==> src/rtl/tle_pkg.sv <==
package tle_pkg;

  // Bytes with a meaning of their own on the keyboard or the display.
  localparam logic [7:0] KEY_CR     = 8'h0D;
  localparam logic [7:0] KEY_EOT    = 8'h04;
  localparam logic [7:0] KEY_WERASE = 8'h17;
  localparam logic [7:0] KEY_KILL   = 8'h15;
  localparam logic [7:0] KEY_BS     = 8'h08;
  localparam logic [7:0] KEY_SPACE  = 8'h20;
  localparam logic [7:0] KEY_TILDE  = 8'h7E;
  localparam logic [7:0] KEY_BELL   = 8'h07;
  localparam logic [7:0] KEY_LF     = 8'h0A;
  localparam logic [7:0] KEY_NUL    = 8'h00;

  // Class of the latched key byte.
  typedef logic [2:0] kclass_t;
  localparam kclass_t KC_CR     = 3'd0;
  localparam kclass_t KC_EOT    = 3'd1;
  localparam kclass_t KC_WERASE = 3'd2;
  localparam kclass_t KC_KILL   = 3'd3;
  localparam kclass_t KC_BS     = 3'd4;
  localparam kclass_t KC_PRINT  = 3'd5;
  localparam kclass_t KC_OTHER  = 3'd6;

  // Source of the byte loaded into the output register.
  typedef logic [2:0] bsel_t;
  localparam bsel_t BSEL_LF   = 3'd0;
  localparam bsel_t BSEL_NUL  = 3'd1;
  localparam bsel_t BSEL_CR   = 3'd2;
  localparam bsel_t BSEL_BS   = 3'd3;
  localparam bsel_t BSEL_SP   = 3'd4;
  localparam bsel_t BSEL_BELL = 3'd5;
  localparam bsel_t BSEL_KEY  = 3'd6;
  localparam bsel_t BSEL_RAM  = 3'd7;

  // Commands from the controller to the datapath.
  typedef struct packed {
    logic  key_ld;
    logic  out_ld;
    bsel_t byte_sel;
    logic  out_last;
    logic  out_end;
    logic  clr_counts;
    logic  set_fin;
    logic  store_key;
    logic  bs_dec;
    logic  pos_init;
    logic  pos_dec;
    logic  wr_space;
    logic  rd_pos;
    logic  line_from_pos;
    logic  j_clr;
    logic  rd_j;
    logic  j_inc;
  } tle_cmd_t;

  // Status from the datapath to the controller.
  typedef struct packed {
    kclass_t kclass;
    logic    finished;
    logic    line_zero;
    logic    room;
    logic    pos_zero;
    logic    rd_space;
    logic    shown_zero;
    logic    j_last;
    logic    out_free;
  } tle_stat_t;

endpackage

==> src/rtl/terminal_line_editor.sv <==
// The key byte is latched, classified in the dispatch state and its first echo byte is
// then loaded into the output register once that is free, except for a word erase,
// which walks back through the line store before its carriage return. A new key is
// taken only in the idle state, after the last byte of its run has been loaded; a word
// erase reads each byte walked back and each redrawn byte through the single read port.
// Reset (rst_n, synchronous, active low) clears the counts, the session flag and the
// output; the limit returns to 40 and the line store keeps its contents.
module terminal_line_editor import tle_pkg::*; #(
  parameter int LINE_MAX = 40
) (
  input  logic       clk,
  input  logic       rst_n,
  input  logic       in_valid,
  output logic       in_ready,
  input  logic [7:0] in_key_byte,
  input  logic       cfg_valid,
  output logic       cfg_ready,
  input  logic [5:0] cfg_line_limit,
  output logic       out_valid,
  input  logic       out_ready,
  output logic [7:0] out_echo_byte,
  output logic       out_run_last,
  output logic       out_session_end
);

  tle_cmd_t  cmd;
  tle_stat_t stat;

  // The limit register takes a write in any cycle.
  assign cfg_ready = 1'b1;

  tle_ctrl u_ctrl (
    .clk     (clk),
    .rst_n   (rst_n),
    .in_valid(in_valid),
    .in_ready(in_ready),
    .stat    (stat),
    .cmd     (cmd)
  );

  tle_datapath #(
    .LINE_MAX(LINE_MAX)
  ) u_dp (
    .clk            (clk),
    .rst_n          (rst_n),
    .in_key_byte    (in_key_byte),
    .cfg_valid      (cfg_valid),
    .cfg_line_limit (cfg_line_limit),
    .out_ready      (out_ready),
    .out_valid      (out_valid),
    .out_echo_byte  (out_echo_byte),
    .out_run_last   (out_run_last),
    .out_session_end(out_session_end),
    .cmd            (cmd),
    .stat           (stat)
  );

endmodule

==> src/rtl/tle_ram.sv <==
module tle_ram #(
  parameter int WIDTH = 8,
  parameter int DEPTH = 40
) (
  input  logic                                  clk,
  input  logic                                  we,
  input  logic [(DEPTH > 1 ? $clog2(DEPTH) : 1)-1:0] waddr,
  input  logic [WIDTH-1:0]                      wdata,
  input  logic                                  re,
  input  logic [(DEPTH > 1 ? $clog2(DEPTH) : 1)-1:0] raddr,
  output logic [WIDTH-1:0]                      rdata
);

  logic [WIDTH-1:0] mem_r [DEPTH];
  logic [WIDTH-1:0] rdata_r;

  // One write port and one registered read port; read data holds between reads.
  always_ff @(posedge clk) begin
    if (we) begin
      mem_r[waddr] <= wdata;
    end
    if (re) begin
      rdata_r <= mem_r[raddr];
    end
  end

  assign rdata = rdata_r;

endmodule

==> src/rtl/tle_datapath.sv <==
module tle_datapath import tle_pkg::*; #(
  parameter int LINE_MAX = 40
) (
  input  logic       clk,
  input  logic       rst_n,
  input  logic [7:0] in_key_byte,
  input  logic       cfg_valid,
  input  logic [5:0] cfg_line_limit,
  input  logic       out_ready,
  output logic       out_valid,
  output logic [7:0] out_echo_byte,
  output logic       out_run_last,
  output logic       out_session_end,
  input  tle_cmd_t   cmd,
  output tle_stat_t  stat
);

  localparam int AW = (LINE_MAX > 1) ? $clog2(LINE_MAX) : 1;
  localparam logic [5:0] LMAX = 6'(LINE_MAX);

  logic [7:0]    key_r;
  logic [5:0]    line_limit_r;
  logic [5:0]    line_count_r, line_count_nxt;
  logic [5:0]    shown_count_r, shown_count_nxt;
  logic          finished_r;
  logic [5:0]    pos_r;
  logic [5:0]    pos_m1;
  logic [5:0]    j_r;
  logic [5:0]    j_p1;
  logic [5:0]    eff_limit;
  logic          out_valid_r;
  logic [7:0]    echo_r;
  logic          last_r;
  logic          end_r;
  logic [7:0]    out_byte;
  logic [7:0]    ram_rdata;
  logic          ram_we;
  logic [AW-1:0] ram_waddr;
  logic [7:0]    ram_wdata;
  logic [AW-1:0] ram_raddr;
  kclass_t       kclass;

  assign pos_m1    = pos_r - 6'd1;
  assign j_p1      = j_r + 6'd1;
  assign eff_limit = (line_limit_r < LMAX) ? line_limit_r : LMAX;

  // Key classification.
  always_comb begin
    if (key_r == KEY_CR) begin
      kclass = KC_CR;
    end else if (key_r == KEY_EOT) begin
      kclass = KC_EOT;
    end else if (key_r == KEY_WERASE) begin
      kclass = KC_WERASE;
    end else if (key_r == KEY_KILL) begin
      kclass = KC_KILL;
    end else if (key_r == KEY_BS) begin
      kclass = KC_BS;
    end else if (key_r >= KEY_SPACE && key_r <= KEY_TILDE) begin
      kclass = KC_PRINT;
    end else begin
      kclass = KC_OTHER;
    end
  end

  // Line store: printable bytes go in at the line end, word erase writes spaces.
  assign ram_we    = cmd.store_key | cmd.wr_space;
  assign ram_waddr = cmd.store_key ? line_count_r[AW-1:0] : pos_m1[AW-1:0];
  assign ram_wdata = cmd.store_key ? key_r : KEY_SPACE;
  assign ram_raddr = cmd.rd_j ? j_r[AW-1:0] : pos_m1[AW-1:0];

  tle_ram #(
    .WIDTH(8),
    .DEPTH(LINE_MAX)
  ) u_store (
    .clk  (clk),
    .we   (ram_we),
    .waddr(ram_waddr),
    .wdata(ram_wdata),
    .re   (cmd.rd_pos | cmd.rd_j),
    .raddr(ram_raddr),
    .rdata(ram_rdata)
  );

  // Next values of the two counts.
  always_comb begin
    line_count_nxt  = line_count_r;
    shown_count_nxt = shown_count_r;
    if (cmd.clr_counts) begin
      line_count_nxt  = 6'd0;
      shown_count_nxt = 6'd0;
    end else if (cmd.store_key) begin
      line_count_nxt  = line_count_r + 6'd1;
      shown_count_nxt = line_count_r + 6'd1;
    end else if (cmd.bs_dec) begin
      line_count_nxt  = line_count_r - 6'd1;
      shown_count_nxt = line_count_r - 6'd1;
    end else if (cmd.line_from_pos) begin
      line_count_nxt  = pos_r;
    end
  end

  // Line state and limit registers.
  always_ff @(posedge clk) begin
    if (!rst_n) begin
      line_limit_r  <= 6'd40;
      line_count_r  <= 6'd0;
      shown_count_r <= 6'd0;
      finished_r    <= 1'b0;
    end else begin
      if (cfg_valid) begin
        line_limit_r <= cfg_line_limit;
      end
      line_count_r  <= line_count_nxt;
      shown_count_r <= shown_count_nxt;
      if (cmd.set_fin) begin
        finished_r <= 1'b1;
      end
    end
  end

  // Key, walk position and replay index; payload only.
  always_ff @(posedge clk) begin
    if (cmd.key_ld) begin
      key_r <= in_key_byte;
    end
    if (cmd.pos_init) begin
      pos_r <= line_count_r;
    end else if (cmd.pos_dec) begin
      pos_r <= pos_m1;
    end
    if (cmd.j_clr) begin
      j_r <= 6'd0;
    end else if (cmd.j_inc) begin
      j_r <= j_p1;
    end
  end

  // Byte source for the output register.
  always_comb begin
    case (cmd.byte_sel)
      BSEL_LF:   out_byte = KEY_LF;
      BSEL_NUL:  out_byte = KEY_NUL;
      BSEL_CR:   out_byte = KEY_CR;
      BSEL_BS:   out_byte = KEY_BS;
      BSEL_SP:   out_byte = KEY_SPACE;
      BSEL_BELL: out_byte = KEY_BELL;
      BSEL_KEY:  out_byte = key_r;
      BSEL_RAM:  out_byte = ram_rdata;
      default:   out_byte = KEY_NUL;
    endcase
  end

  // Output register: loaded when free, held until the request is taken.
  always_ff @(posedge clk) begin
    if (!rst_n) begin
      out_valid_r <= 1'b0;
    end else if (cmd.out_ld) begin
      out_valid_r <= 1'b1;
    end else if (out_ready) begin
      out_valid_r <= 1'b0;
    end
  end

  always_ff @(posedge clk) begin
    if (cmd.out_ld) begin
      echo_r <= out_byte;
      last_r <= cmd.out_last;
      end_r  <= cmd.out_end;
    end
  end

  assign out_valid       = out_valid_r;
  assign out_echo_byte   = echo_r;
  assign out_run_last    = last_r;
  assign out_session_end = end_r;

  assign stat.kclass     = kclass;
  assign stat.finished   = finished_r;
  assign stat.line_zero  = (line_count_r == 6'd0);
  assign stat.room       = (line_count_r < eff_limit);
  assign stat.pos_zero   = (pos_r == 6'd0);
  assign stat.rd_space   = (ram_rdata == KEY_SPACE);
  assign stat.shown_zero = (shown_count_r == 6'd0);
  assign stat.j_last     = (j_p1 == shown_count_r);
  assign stat.out_free   = ~out_valid_r | out_ready;

endmodule

==> src/rtl/tle_ctrl.sv <==
module tle_ctrl import tle_pkg::*; (
  input  logic      clk,
  input  logic      rst_n,
  input  logic      in_valid,
  output logic      in_ready,
  input  tle_stat_t stat,
  output tle_cmd_t  cmd
);

  localparam logic [3:0] S_IDLE = 4'd0;
  localparam logic [3:0] S_DISP = 4'd1;
  localparam logic [3:0] S_ONE  = 4'd2;
  localparam logic [3:0] S_BS1  = 4'd3;
  localparam logic [3:0] S_BS2  = 4'd4;
  localparam logic [3:0] S_BS3  = 4'd5;
  localparam logic [3:0] S_WRD  = 4'd6;
  localparam logic [3:0] S_WCHK = 4'd7;
  localparam logic [3:0] S_CR   = 4'd8;
  localparam logic [3:0] S_ERD  = 4'd9;
  localparam logic [3:0] S_ELD  = 4'd10;

  logic [3:0] state_r, state_nxt;
  bsel_t      sel_r, sel_nxt;
  logic       skip_r, skip_nxt;

  always_ff @(posedge clk) begin
    if (!rst_n) begin
      state_r <= S_IDLE;
      sel_r   <= BSEL_BELL;
      skip_r  <= 1'b0;
    end else begin
      state_r <= state_nxt;
      sel_r   <= sel_nxt;
      skip_r  <= skip_nxt;
    end
  end

  assign in_ready = (state_r == S_IDLE);

  // Sequencing of one key request.
  always_comb begin
    state_nxt = state_r;
    sel_nxt   = sel_r;
    skip_nxt  = skip_r;
    cmd       = '0;
    case (state_r)
      S_IDLE: begin
        if (in_valid) begin
          cmd.key_ld = 1'b1;
          state_nxt  = S_DISP;
        end
      end
      S_DISP: begin
        state_nxt = S_IDLE;
        if (!stat.finished) begin
          case (stat.kclass)
            KC_CR: begin
              if (!stat.line_zero) begin
                cmd.clr_counts = 1'b1;
                sel_nxt        = BSEL_LF;
                state_nxt      = S_ONE;
              end
            end
            KC_EOT: begin
              if (stat.line_zero) begin
                cmd.set_fin = 1'b1;
                sel_nxt     = BSEL_NUL;
              end else begin
                sel_nxt = BSEL_BELL;
              end
              state_nxt = S_ONE;
            end
            KC_WERASE: begin
              if (!stat.line_zero) begin
                cmd.pos_init = 1'b1;
                skip_nxt     = 1'b1;
                state_nxt    = S_WRD;
              end
            end
            KC_KILL: begin
              cmd.clr_counts = 1'b1;
              sel_nxt        = BSEL_CR;
              state_nxt      = S_ONE;
            end
            KC_BS: begin
              if (!stat.line_zero) begin
                cmd.bs_dec = 1'b1;
                state_nxt  = S_BS1;
              end
            end
            KC_PRINT: begin
              if (stat.room) begin
                cmd.store_key = 1'b1;
                sel_nxt       = BSEL_KEY;
                state_nxt     = S_ONE;
              end
            end
            default: begin
              sel_nxt   = BSEL_BELL;
              state_nxt = S_ONE;
            end
          endcase
        end
      end
      // A run of a single byte.
      S_ONE: begin
        cmd.byte_sel = sel_r;
        cmd.out_last = 1'b1;
        cmd.out_end  = (sel_r == BSEL_NUL);
        if (stat.out_free) begin
          cmd.out_ld = 1'b1;
          state_nxt  = S_IDLE;
        end
      end
      // Backspace, space, backspace.
      S_BS1: begin
        cmd.byte_sel = BSEL_BS;
        if (stat.out_free) begin
          cmd.out_ld = 1'b1;
          state_nxt  = S_BS2;
        end
      end
      S_BS2: begin
        cmd.byte_sel = BSEL_SP;
        if (stat.out_free) begin
          cmd.out_ld = 1'b1;
          state_nxt  = S_BS3;
        end
      end
      S_BS3: begin
        cmd.byte_sel = BSEL_BS;
        cmd.out_last = 1'b1;
        if (stat.out_free) begin
          cmd.out_ld = 1'b1;
          state_nxt  = S_IDLE;
        end
      end
      // Word erase walk: read the byte before the position.
      S_WRD: begin
        if (stat.pos_zero) begin
          cmd.line_from_pos = 1'b1;
          state_nxt         = S_CR;
        end else begin
          cmd.rd_pos = 1'b1;
          state_nxt  = S_WCHK;
        end
      end
      // Skip trailing spaces, then blank the word until a space is met.
      S_WCHK: begin
        if (stat.rd_space) begin
          if (skip_r) begin
            cmd.pos_dec = 1'b1;
            state_nxt   = S_WRD;
          end else begin
            cmd.line_from_pos = 1'b1;
            state_nxt         = S_CR;
          end
        end else begin
          skip_nxt     = 1'b0;
          cmd.wr_space = 1'b1;
          cmd.pos_dec  = 1'b1;
          state_nxt    = S_WRD;
        end
      end
      // Carriage return ahead of the redrawn line.
      S_CR: begin
        cmd.byte_sel = BSEL_CR;
        cmd.out_last = stat.shown_zero;
        if (stat.out_free) begin
          cmd.out_ld = 1'b1;
          cmd.j_clr  = 1'b1;
          state_nxt  = stat.shown_zero ? S_IDLE : S_ERD;
        end
      end
      S_ERD: begin
        cmd.rd_j  = 1'b1;
        state_nxt = S_ELD;
      end
      S_ELD: begin
        cmd.byte_sel = BSEL_RAM;
        cmd.out_last = stat.j_last;
        if (stat.out_free) begin
          cmd.out_ld = 1'b1;
          cmd.j_inc  = 1'b1;
          state_nxt  = stat.j_last ? S_IDLE : S_ERD;
        end
      end
      default: begin
        state_nxt = S_IDLE;
      end
    endcase
  end

endmodule
==> config.mk <==
export PLATFORM = sky130hd
export DESIGN_NAME = terminal_line_editor
export DESIGN_NICKNAME = d
export VERILOG_FILES = /design/src/rtl/tle_pkg.sv /design/src/rtl/terminal_line_editor.sv /design/src/rtl/tle_ram.sv /design/src/rtl/tle_datapath.sv /design/src/rtl/tle_ctrl.sv
export SDC_FILE = /design/constraint.sdc
export NUM_CORES = 1
export LEC_CHECK = 0
export BUFFER_PORTS_ARGS = -buffer_cell sky130_fd_sc_hd__buf_2
export CORE_UTILIZATION = 50
export DETAILED_ROUTE_END_ITERATION = 6
export PLACE_DENSITY_LB_ADDON = 0.2
export SYNTH_ARGS = -nofsm -noshare
export SYNTH_HDL_FRONTEND = slang
export SYNTH_SLANG_ARGS = --single-unit
==> constraint.sdc <==
create_clock -name clk -period 9.4 [get_ports clk]
set_input_delay 0.47 -clock clk [delete_from_list [all_inputs] [get_ports clk]]
set_output_delay 0.47 -clock clk [all_outputs]
set_load 0.02 [all_outputs]
After elaboration in Yosys (flattened, before gate mapping)
Memory sizes are Yosys's and may differ from the RTL's. A register that Yosys moved wholly into a read port is not among the register bits.
Cells that the tools add are included.
{ "totals": {"regBits": 58, "ramBits": 320, "input_bits": 19, "output_inout_bits": 13, "wordCells": 168, "n_memories": 1} }
{ "memory_table": {"columns": ["name", "words", "word_bits", "read_ports", "rd_ports_with_merged_regs", "write_ports", "line_no", "text"], "rows": [
  ["u_dp.u_store.mem_r", 40, 8, 1, 1, 1, "tle_ram.sv:14", "logic [WIDTH-1:0] mem_r [DEPTH];"]
]} }
{ "classes": {"addsub": 4, "n_lt_le_gt_ge": 4, "n_eq_ne": 42, "muxes": 77, "bitwise_logic": 7, "n_reduce_logical": 19} }
{ "op_table": {"columns": ["op", "n"], "rows": [
  ["$pmux 8 s8", 1],
  ["$mux 6", 10],
  ["$mux 4", 12],
  ["$pmux 4 s10", 1],
  ["$mux 1", 29],
  ["$mux 3", 9],
  ["$ne 2x2->1 const B", 11],
  ["$pmux 4 s5", 1],
  ["$eq 3x3->1 const B", 6],
  ["$logic_not 6->1", 3],
  ["$eq 4x3->1 const B", 4],
  ["$eq 8x4->1 const B", 2],
  ["$eq 8x5->1 const B", 2],
  ["$pmux 4 s4", 1],
  ["$pmux 3 s5", 1],
  ["$add 6x1->6 const B", 2],
  ["$eq 3x2->1 const B", 4],
  ["$eq 4x4->1 const B", 3],
  ["$sub 6x1->6 const B", 2],
  ["$mux 2", 5],
  ["$mux 5", 2],
  ["$reduce_and 5->1", 2],
  ["$eq 3x1->1 const B", 3],
  ["$eq 4x2->1 const B", 2],
  ["other kinds (21)", 35]
]} }

Longest topological paths before layout
{ "logic_depth": {"depth_word": 15, "mapped_depth": 12} }

Hierarchy
Synthesis repeated with hierarchy kept, for this count alone.
{ "unflattened": {"cells_unflattened": 1132, "hier_area_um2": 16884.9} }
{ "modules_own_cells": {"columns": ["module", "n_inst", "cells_each", "area_each_um2", "seq_area_each_um2"], "rows": [
  ["tle_ram", 1, 696, 13070.0, 9849.4],
  ["tle_datapath", 1, 308, 2912.8, 1241.2],
  ["tle_ctrl", 1, 126, 890.9, 160.2],
  ["terminal_line_editor", 1, 2, 11.3, 0.0]
]} }

Least setup slack after synthesis
Ideal clock, no wire load.
{ "synth_timing": {"path_kind": "register to register", "from": "reg u_dp.line_limit_r[3]", "to": "mem u_dp.u_store.mem_r[32][0] (enable)", "setup_ns": 0.395, "t_arrival_ns": 2.993, "required_time_ns": 9.005, "setup_slack_ns": 6.012, "stages_incl_launch_ff": 11, "period_less_slack_ns": 3.388, "cell_sequence": "dfxtp_1 -> o21ai_0 -> nand2_1 -> ha_1 -> a2111o_1 -> o22ai_1 -> and2_1 -> buf_4 -> buf_2 -> a22oi_1 -> nor4_1"} }
{ "synth_between": {"elab_chain_len": 10} }
{ "synth_lines": {"columns": ["item", "line_no", "text"], "rows": [
  ["start, declared", "tle_datapath.sv:22", "logic [5:0] line_limit_r;"],
  ["start signal, assigned", "tle_datapath.sv:112", "line_limit_r <= cfg_line_limit;"],
  ["$lt 6x6->1", "tle_datapath.sv:45", "assign eff_limit = (line_limit_r < LMAX) ? line_limit_r : LMAX;"],
  ["$mux 6 *", "tle_datapath.sv:45", null],
  ["$lt 6x6->1 *", "tle_datapath.sv:181", "assign stat.room = (line_count_r < eff_limit);"],
  ["$mux 1 *", "tle_ctrl.sv:92", "if (stat.room) begin"],
  ["$mux 1 *", "tle_ctrl.sv:56", "case (stat.kclass)"],
  ["$mux 5 *", "tle_ctrl.sv:55", "if (!stat.finished) begin"],
  ["$mux 5 *", "tle_ctrl.sv:46", "case (state_r)"],
  ["$or 1x1->1", "tle_datapath.sv:67", "assign ram_we = cmd.store_key | cmd.wr_space;"],
  ["$mux 1", "tle_ram.sv:19", "if (we) begin"],
  ["$mux 1 (implied by the code)", "tle_ram.sv:20", "mem_r[waddr] <= wdata;"],
  ["end, declared", "tle_ram.sv:14", null]
]} }
Mark *: on every way between the ends. The rest lies on a longest branch, timed or not.

Final worst setup path
{ "layout_timing": {"from": "reg u_dp.line_count_r[3]", "to": "mem u_dp.u_store.mem_r[35][7] (enable)"} }
{ "layout_between": {"elab_chain_len": 8} }
{ "layout_lines": {"columns": ["item", "line_no", "text"], "rows": [
  ["start, declared", "tle_datapath.sv:23", "logic [5:0] line_count_r, line_count_nxt;"],
  ["start signal, assigned", "tle_datapath.sv:114", "line_count_r <= line_count_nxt;"],
  ["$lt 6x6->1", "tle_datapath.sv:181", null],
  ["$mux 1", "tle_ctrl.sv:92", null],
  ["$mux 1", "tle_ctrl.sv:56", null],
  ["$mux 5", "tle_ctrl.sv:55", null],
  ["$mux 5", "tle_ctrl.sv:46", null],
  ["$or 1x1->1", "tle_datapath.sv:67", null],
  ["$mux 1", "tle_ram.sv:19", null],
  ["$mux 1 (implied by the code)", "tle_ram.sv:20", null]
]} }
Several ways; a longest one is shown, not always the timed one.

==> impl_metrics.toml <==
[routing]
drt_iter0_drc = 990
topRoutingLayerUsed = "met4"
ant_nets = 0
wl_per_cell_um = 22.9
first_pass_iters = 6
wl_met1_um = 17400
wl_met3_um = 3340
routed_wl_um = 42100
wl_met2_um = 19900
drc = 0
via_per_inst = 6.00
num_vias = 11000

[place]
gp_congestion = 0.917
dp_slack_ns = 4.66
port_buffers = 30
place_hpwl_um = 27200

[power]
p_int_w = 0.00278
p_seq_share_pct = 53.8
power.density_nw_per_um2 = 191
leakagePower_nw = 6.58
vdd_drop_max_mv = 0.151
p_sw_share_pct = 22.3
clkPwrFrac_pct = 40.8
p_sw_w = 0.000798
comb_power_share_pct = 5.4

[synthesis]
synth_seq_cells = 386
synth_cell_types = 79
synthCells = 1309
syn_avg_cell_area_um2 = 12.9
synth_top_family_by_area = "simple AND/OR/NAND/NOR gates"
synthFlopType = "edfxtp_1"
synth_edf_count = 352
synth.area.mux_share_pct = 5.28
yosys_warnings = 0
post_synth_xor_area_fraction_pct = 1.20
async_reset_ff_share_pct = 0
yosys.area_share.simple_pct = 14.5
synth-compound-area-share_pct = 8.85
syn_area_um2 = 16900
yosysSeqAreaShare_pct = 66.8
synthAdderAreaFrac_pct = 0.668

[critical_path]
crit_path_max_fanout = 20
path_cells = "ha_1 -> a2111o_1 -> o22ai_1 -> and2_1 -> a22oi_2 -> or2_2 -> nor3_1"
crit_arrival_ns = 5.04
worstSetupPathType = "flop to flop"
start_kind = "flop"
critPathMaxStageDelay_ns = 0.85
end_kind = "flop"
worstPathRequired_ns = 9.55
crit_slowest_cell = "nor3_1"

[global_route]
antenna_found_initial = 0
grt_pass1_wl_um = 63600
first_global_vias = 10800
grt.total_usage_pct = 25.0
grt_max_degree = 69
grt_overflow = 0

[clock_network]
post_cts_resized = 0
cts_num_sinks = 386
path_clk_slew_ns = 0.06
cts_made_buffers = 40
clkLatencyLatePin_ns = 0.54
htreeDepth = 2
cts.hold.buffers_added = 0
cts_root_buf = "clkbuf_16"
clk_path_buf_depth = 3
post_cts_buffers = 0
cts_tree = "done"

[final_layout]
syn2layout_area_growth_pct = 10.8
drive_gt1_share_pct = 9.95
diodes = 0
final_nets = 1394

[sta]
setup_viol = 0
finalCritPeriodShare_pct = 52.0
final.setup.tns_ns = 0
slew-limit-headroom_pct = 12.0
rsz0062_at_grt = "false"
fin_ws_ns = 4.52
skew_ns = 0.0138
worst_pin_slew_ns = 1.31
drv_slew = 0
finalHoldViolCount = 0
min_period_ns = 4.88
max_freq_ghz = 0.205

[die]
die_area_um2 = 34400
die_y_um = 186
io_pins = 32
fp-row-count = 66
core_um2 = 32900
die_width_um = 186
start_util_pct = 51.3

[outcome]
status = "finished clean"

[hold_path]
hp-class = "primary input to flop"

[run]
maxCapViolCount = 0
==> metrics by stage <==
| stage | cell area [um^2] | std cells | total power [W] | hold WS (ns) | util (%) |
|---|---|---|---|---|---|
| final | 18700 | 1839 | 0.00357 | 0.119 | 56.8 |
| after global routing | 18700 | 1839 | 0.00368 | 0.107 | 56.8 |
| after CTS | 18700 | 1839 | 0.00359 | 0.0989 | 56.8 |
| after detailed placement | 17500 | 1766 | 0.00215 | 0.470 | 53.2 |
| after global placement | 17500 | 1766 | 0.00215 | 0.443 | 53.2 |
| after floorplan | 17000 | 1348 | 0.00209 | 0.432 | - |
==> power groups by stage <==
stage	sequential, W	combinational [W]	clock (W)
2_1_floorplan	0.00194	0.000143	0
3_3_place_gp	0.00196	0.000188	0
3_5_place_dp	0.00196	0.000191	0
4_1_cts	0.00192	0.000192	0.00148
5_1_grt	0.00193	0.000212	0.00154
6_report	0.00192	0.000194	0.00146
==> final cells by class <==
cell class	instances	area [um^2]
clock buffer	53	1090
multi-input combinational	872	5310
timing repair buffer	51	308
inverter	15	56.3
tap	442	553
fill	2711	14200
sequential	386	11300
clock inverter	20	108
==> layout by cell type, fill, tap and decap left out, drive strengths merged, types with 6 or more instances in the layout <==
cell type and n:
a21oi 43, a22o 10, a311oi 12, a31oi 25, a32oi 25, and3 12, buf 51, clkbuf 53
clkinv 20, conb 41, dfxtp 34, edfxtp 352, ha 9, inv 13, mux2i 41, mux4 17
nand2 243, nand2b 11, nand3 78, nand4 18, nand4b 7, nor2 74, nor3 46, nor4 7
o211ai 13, o21a 6, o21ai 22, o22ai 8, xnor2 12, xor2 11
==> kinds of logic after synthesis <==
logic type / count (synthesis)
simple gates: 529
flops: 386
compound gates: 209
buf+inv: 90
mux: 61
xor+xnor: 23
fa+ha+maj: 9
other cells: 2
==> path summary, 6_finish.rpt <==
kind	slack, ns	end	depth (start not counted)	start
max reg2reg	4.52	u_dp.u_store.mem_r[35][7]	7	u_dp.line_count_r[3]
min reg2reg	0.48	u_ctrl.sel_r[1]	2	u_ctrl.sel_r[1]
max	4.52	u_dp.u_store.mem_r[35][7]	7	u_dp.line_count_r[3]
min	0.12	u_dp.key_r[7]	1	in_key_byte[7]
==> flip-flops by register name, summed over array words and instances (netlist names) <==
register and flops:
u_dp.u_store.mem_r 320, u_dp.key_r 8, u_dp.out_echo_byte 8, u_dp.u_store.rdata 8, u_dp.j_r 6, u_dp.line_count_r 6
u_dp.line_limit_r 6, u_dp.pos_r 6, u_dp.shown_count_r 6, u_ctrl.state_r 4, u_ctrl.sel_r 3, u_ctrl.skip_r 1
u_dp.finished_r 1, u_dp.out_run_last 1, u_dp.out_session_end 1, u_dp.out_valid 1
==> cells in the mapped netlist, types with 12 or more instances <==
cell / number / area (um^2)
nand2_1: 243 / 912
mux2i_1: 39 / 390
nor3_1: 46 / 230
o211ai_1: 13 / 97.6
a31oi_1: 24 / 150
a311oi_1: 12 / 105
xnor2_1: 12 / 105
nor2_1: 72 / 270
clkbuf_1: 25 / 93.8
a21oi_1: 42 / 210
and3_1: 12 / 75.1
nand3_1: 78 / 390
a32oi_1: 25 / 219
buf_2: 31 / 155
edfxtp_1: 352 / 10600
nand4_1: 18 / 113
o21ai_0: 18 / 90.1
dfxtp_1: 34 / 681
inv_1: 13 / 48.8
==> critical path: cells and delay by family (launching register included) <==
kind,cells,cell delay [ns]
compound gates,3,1.44
fa+ha+maj,1,0.34
flops,1,0.66
simple gates,3,2.04
==> metal layers <==
layer | vias up | GRT usage, %
li1 | 5064 | -
met1 | 5382 | 33.8
met2 | 507 | 40.4
met3 | 89 | 4.27
met4 | 0 | 9.61
met5 | - | 0.741
Power figures use the tool's default switching activity.
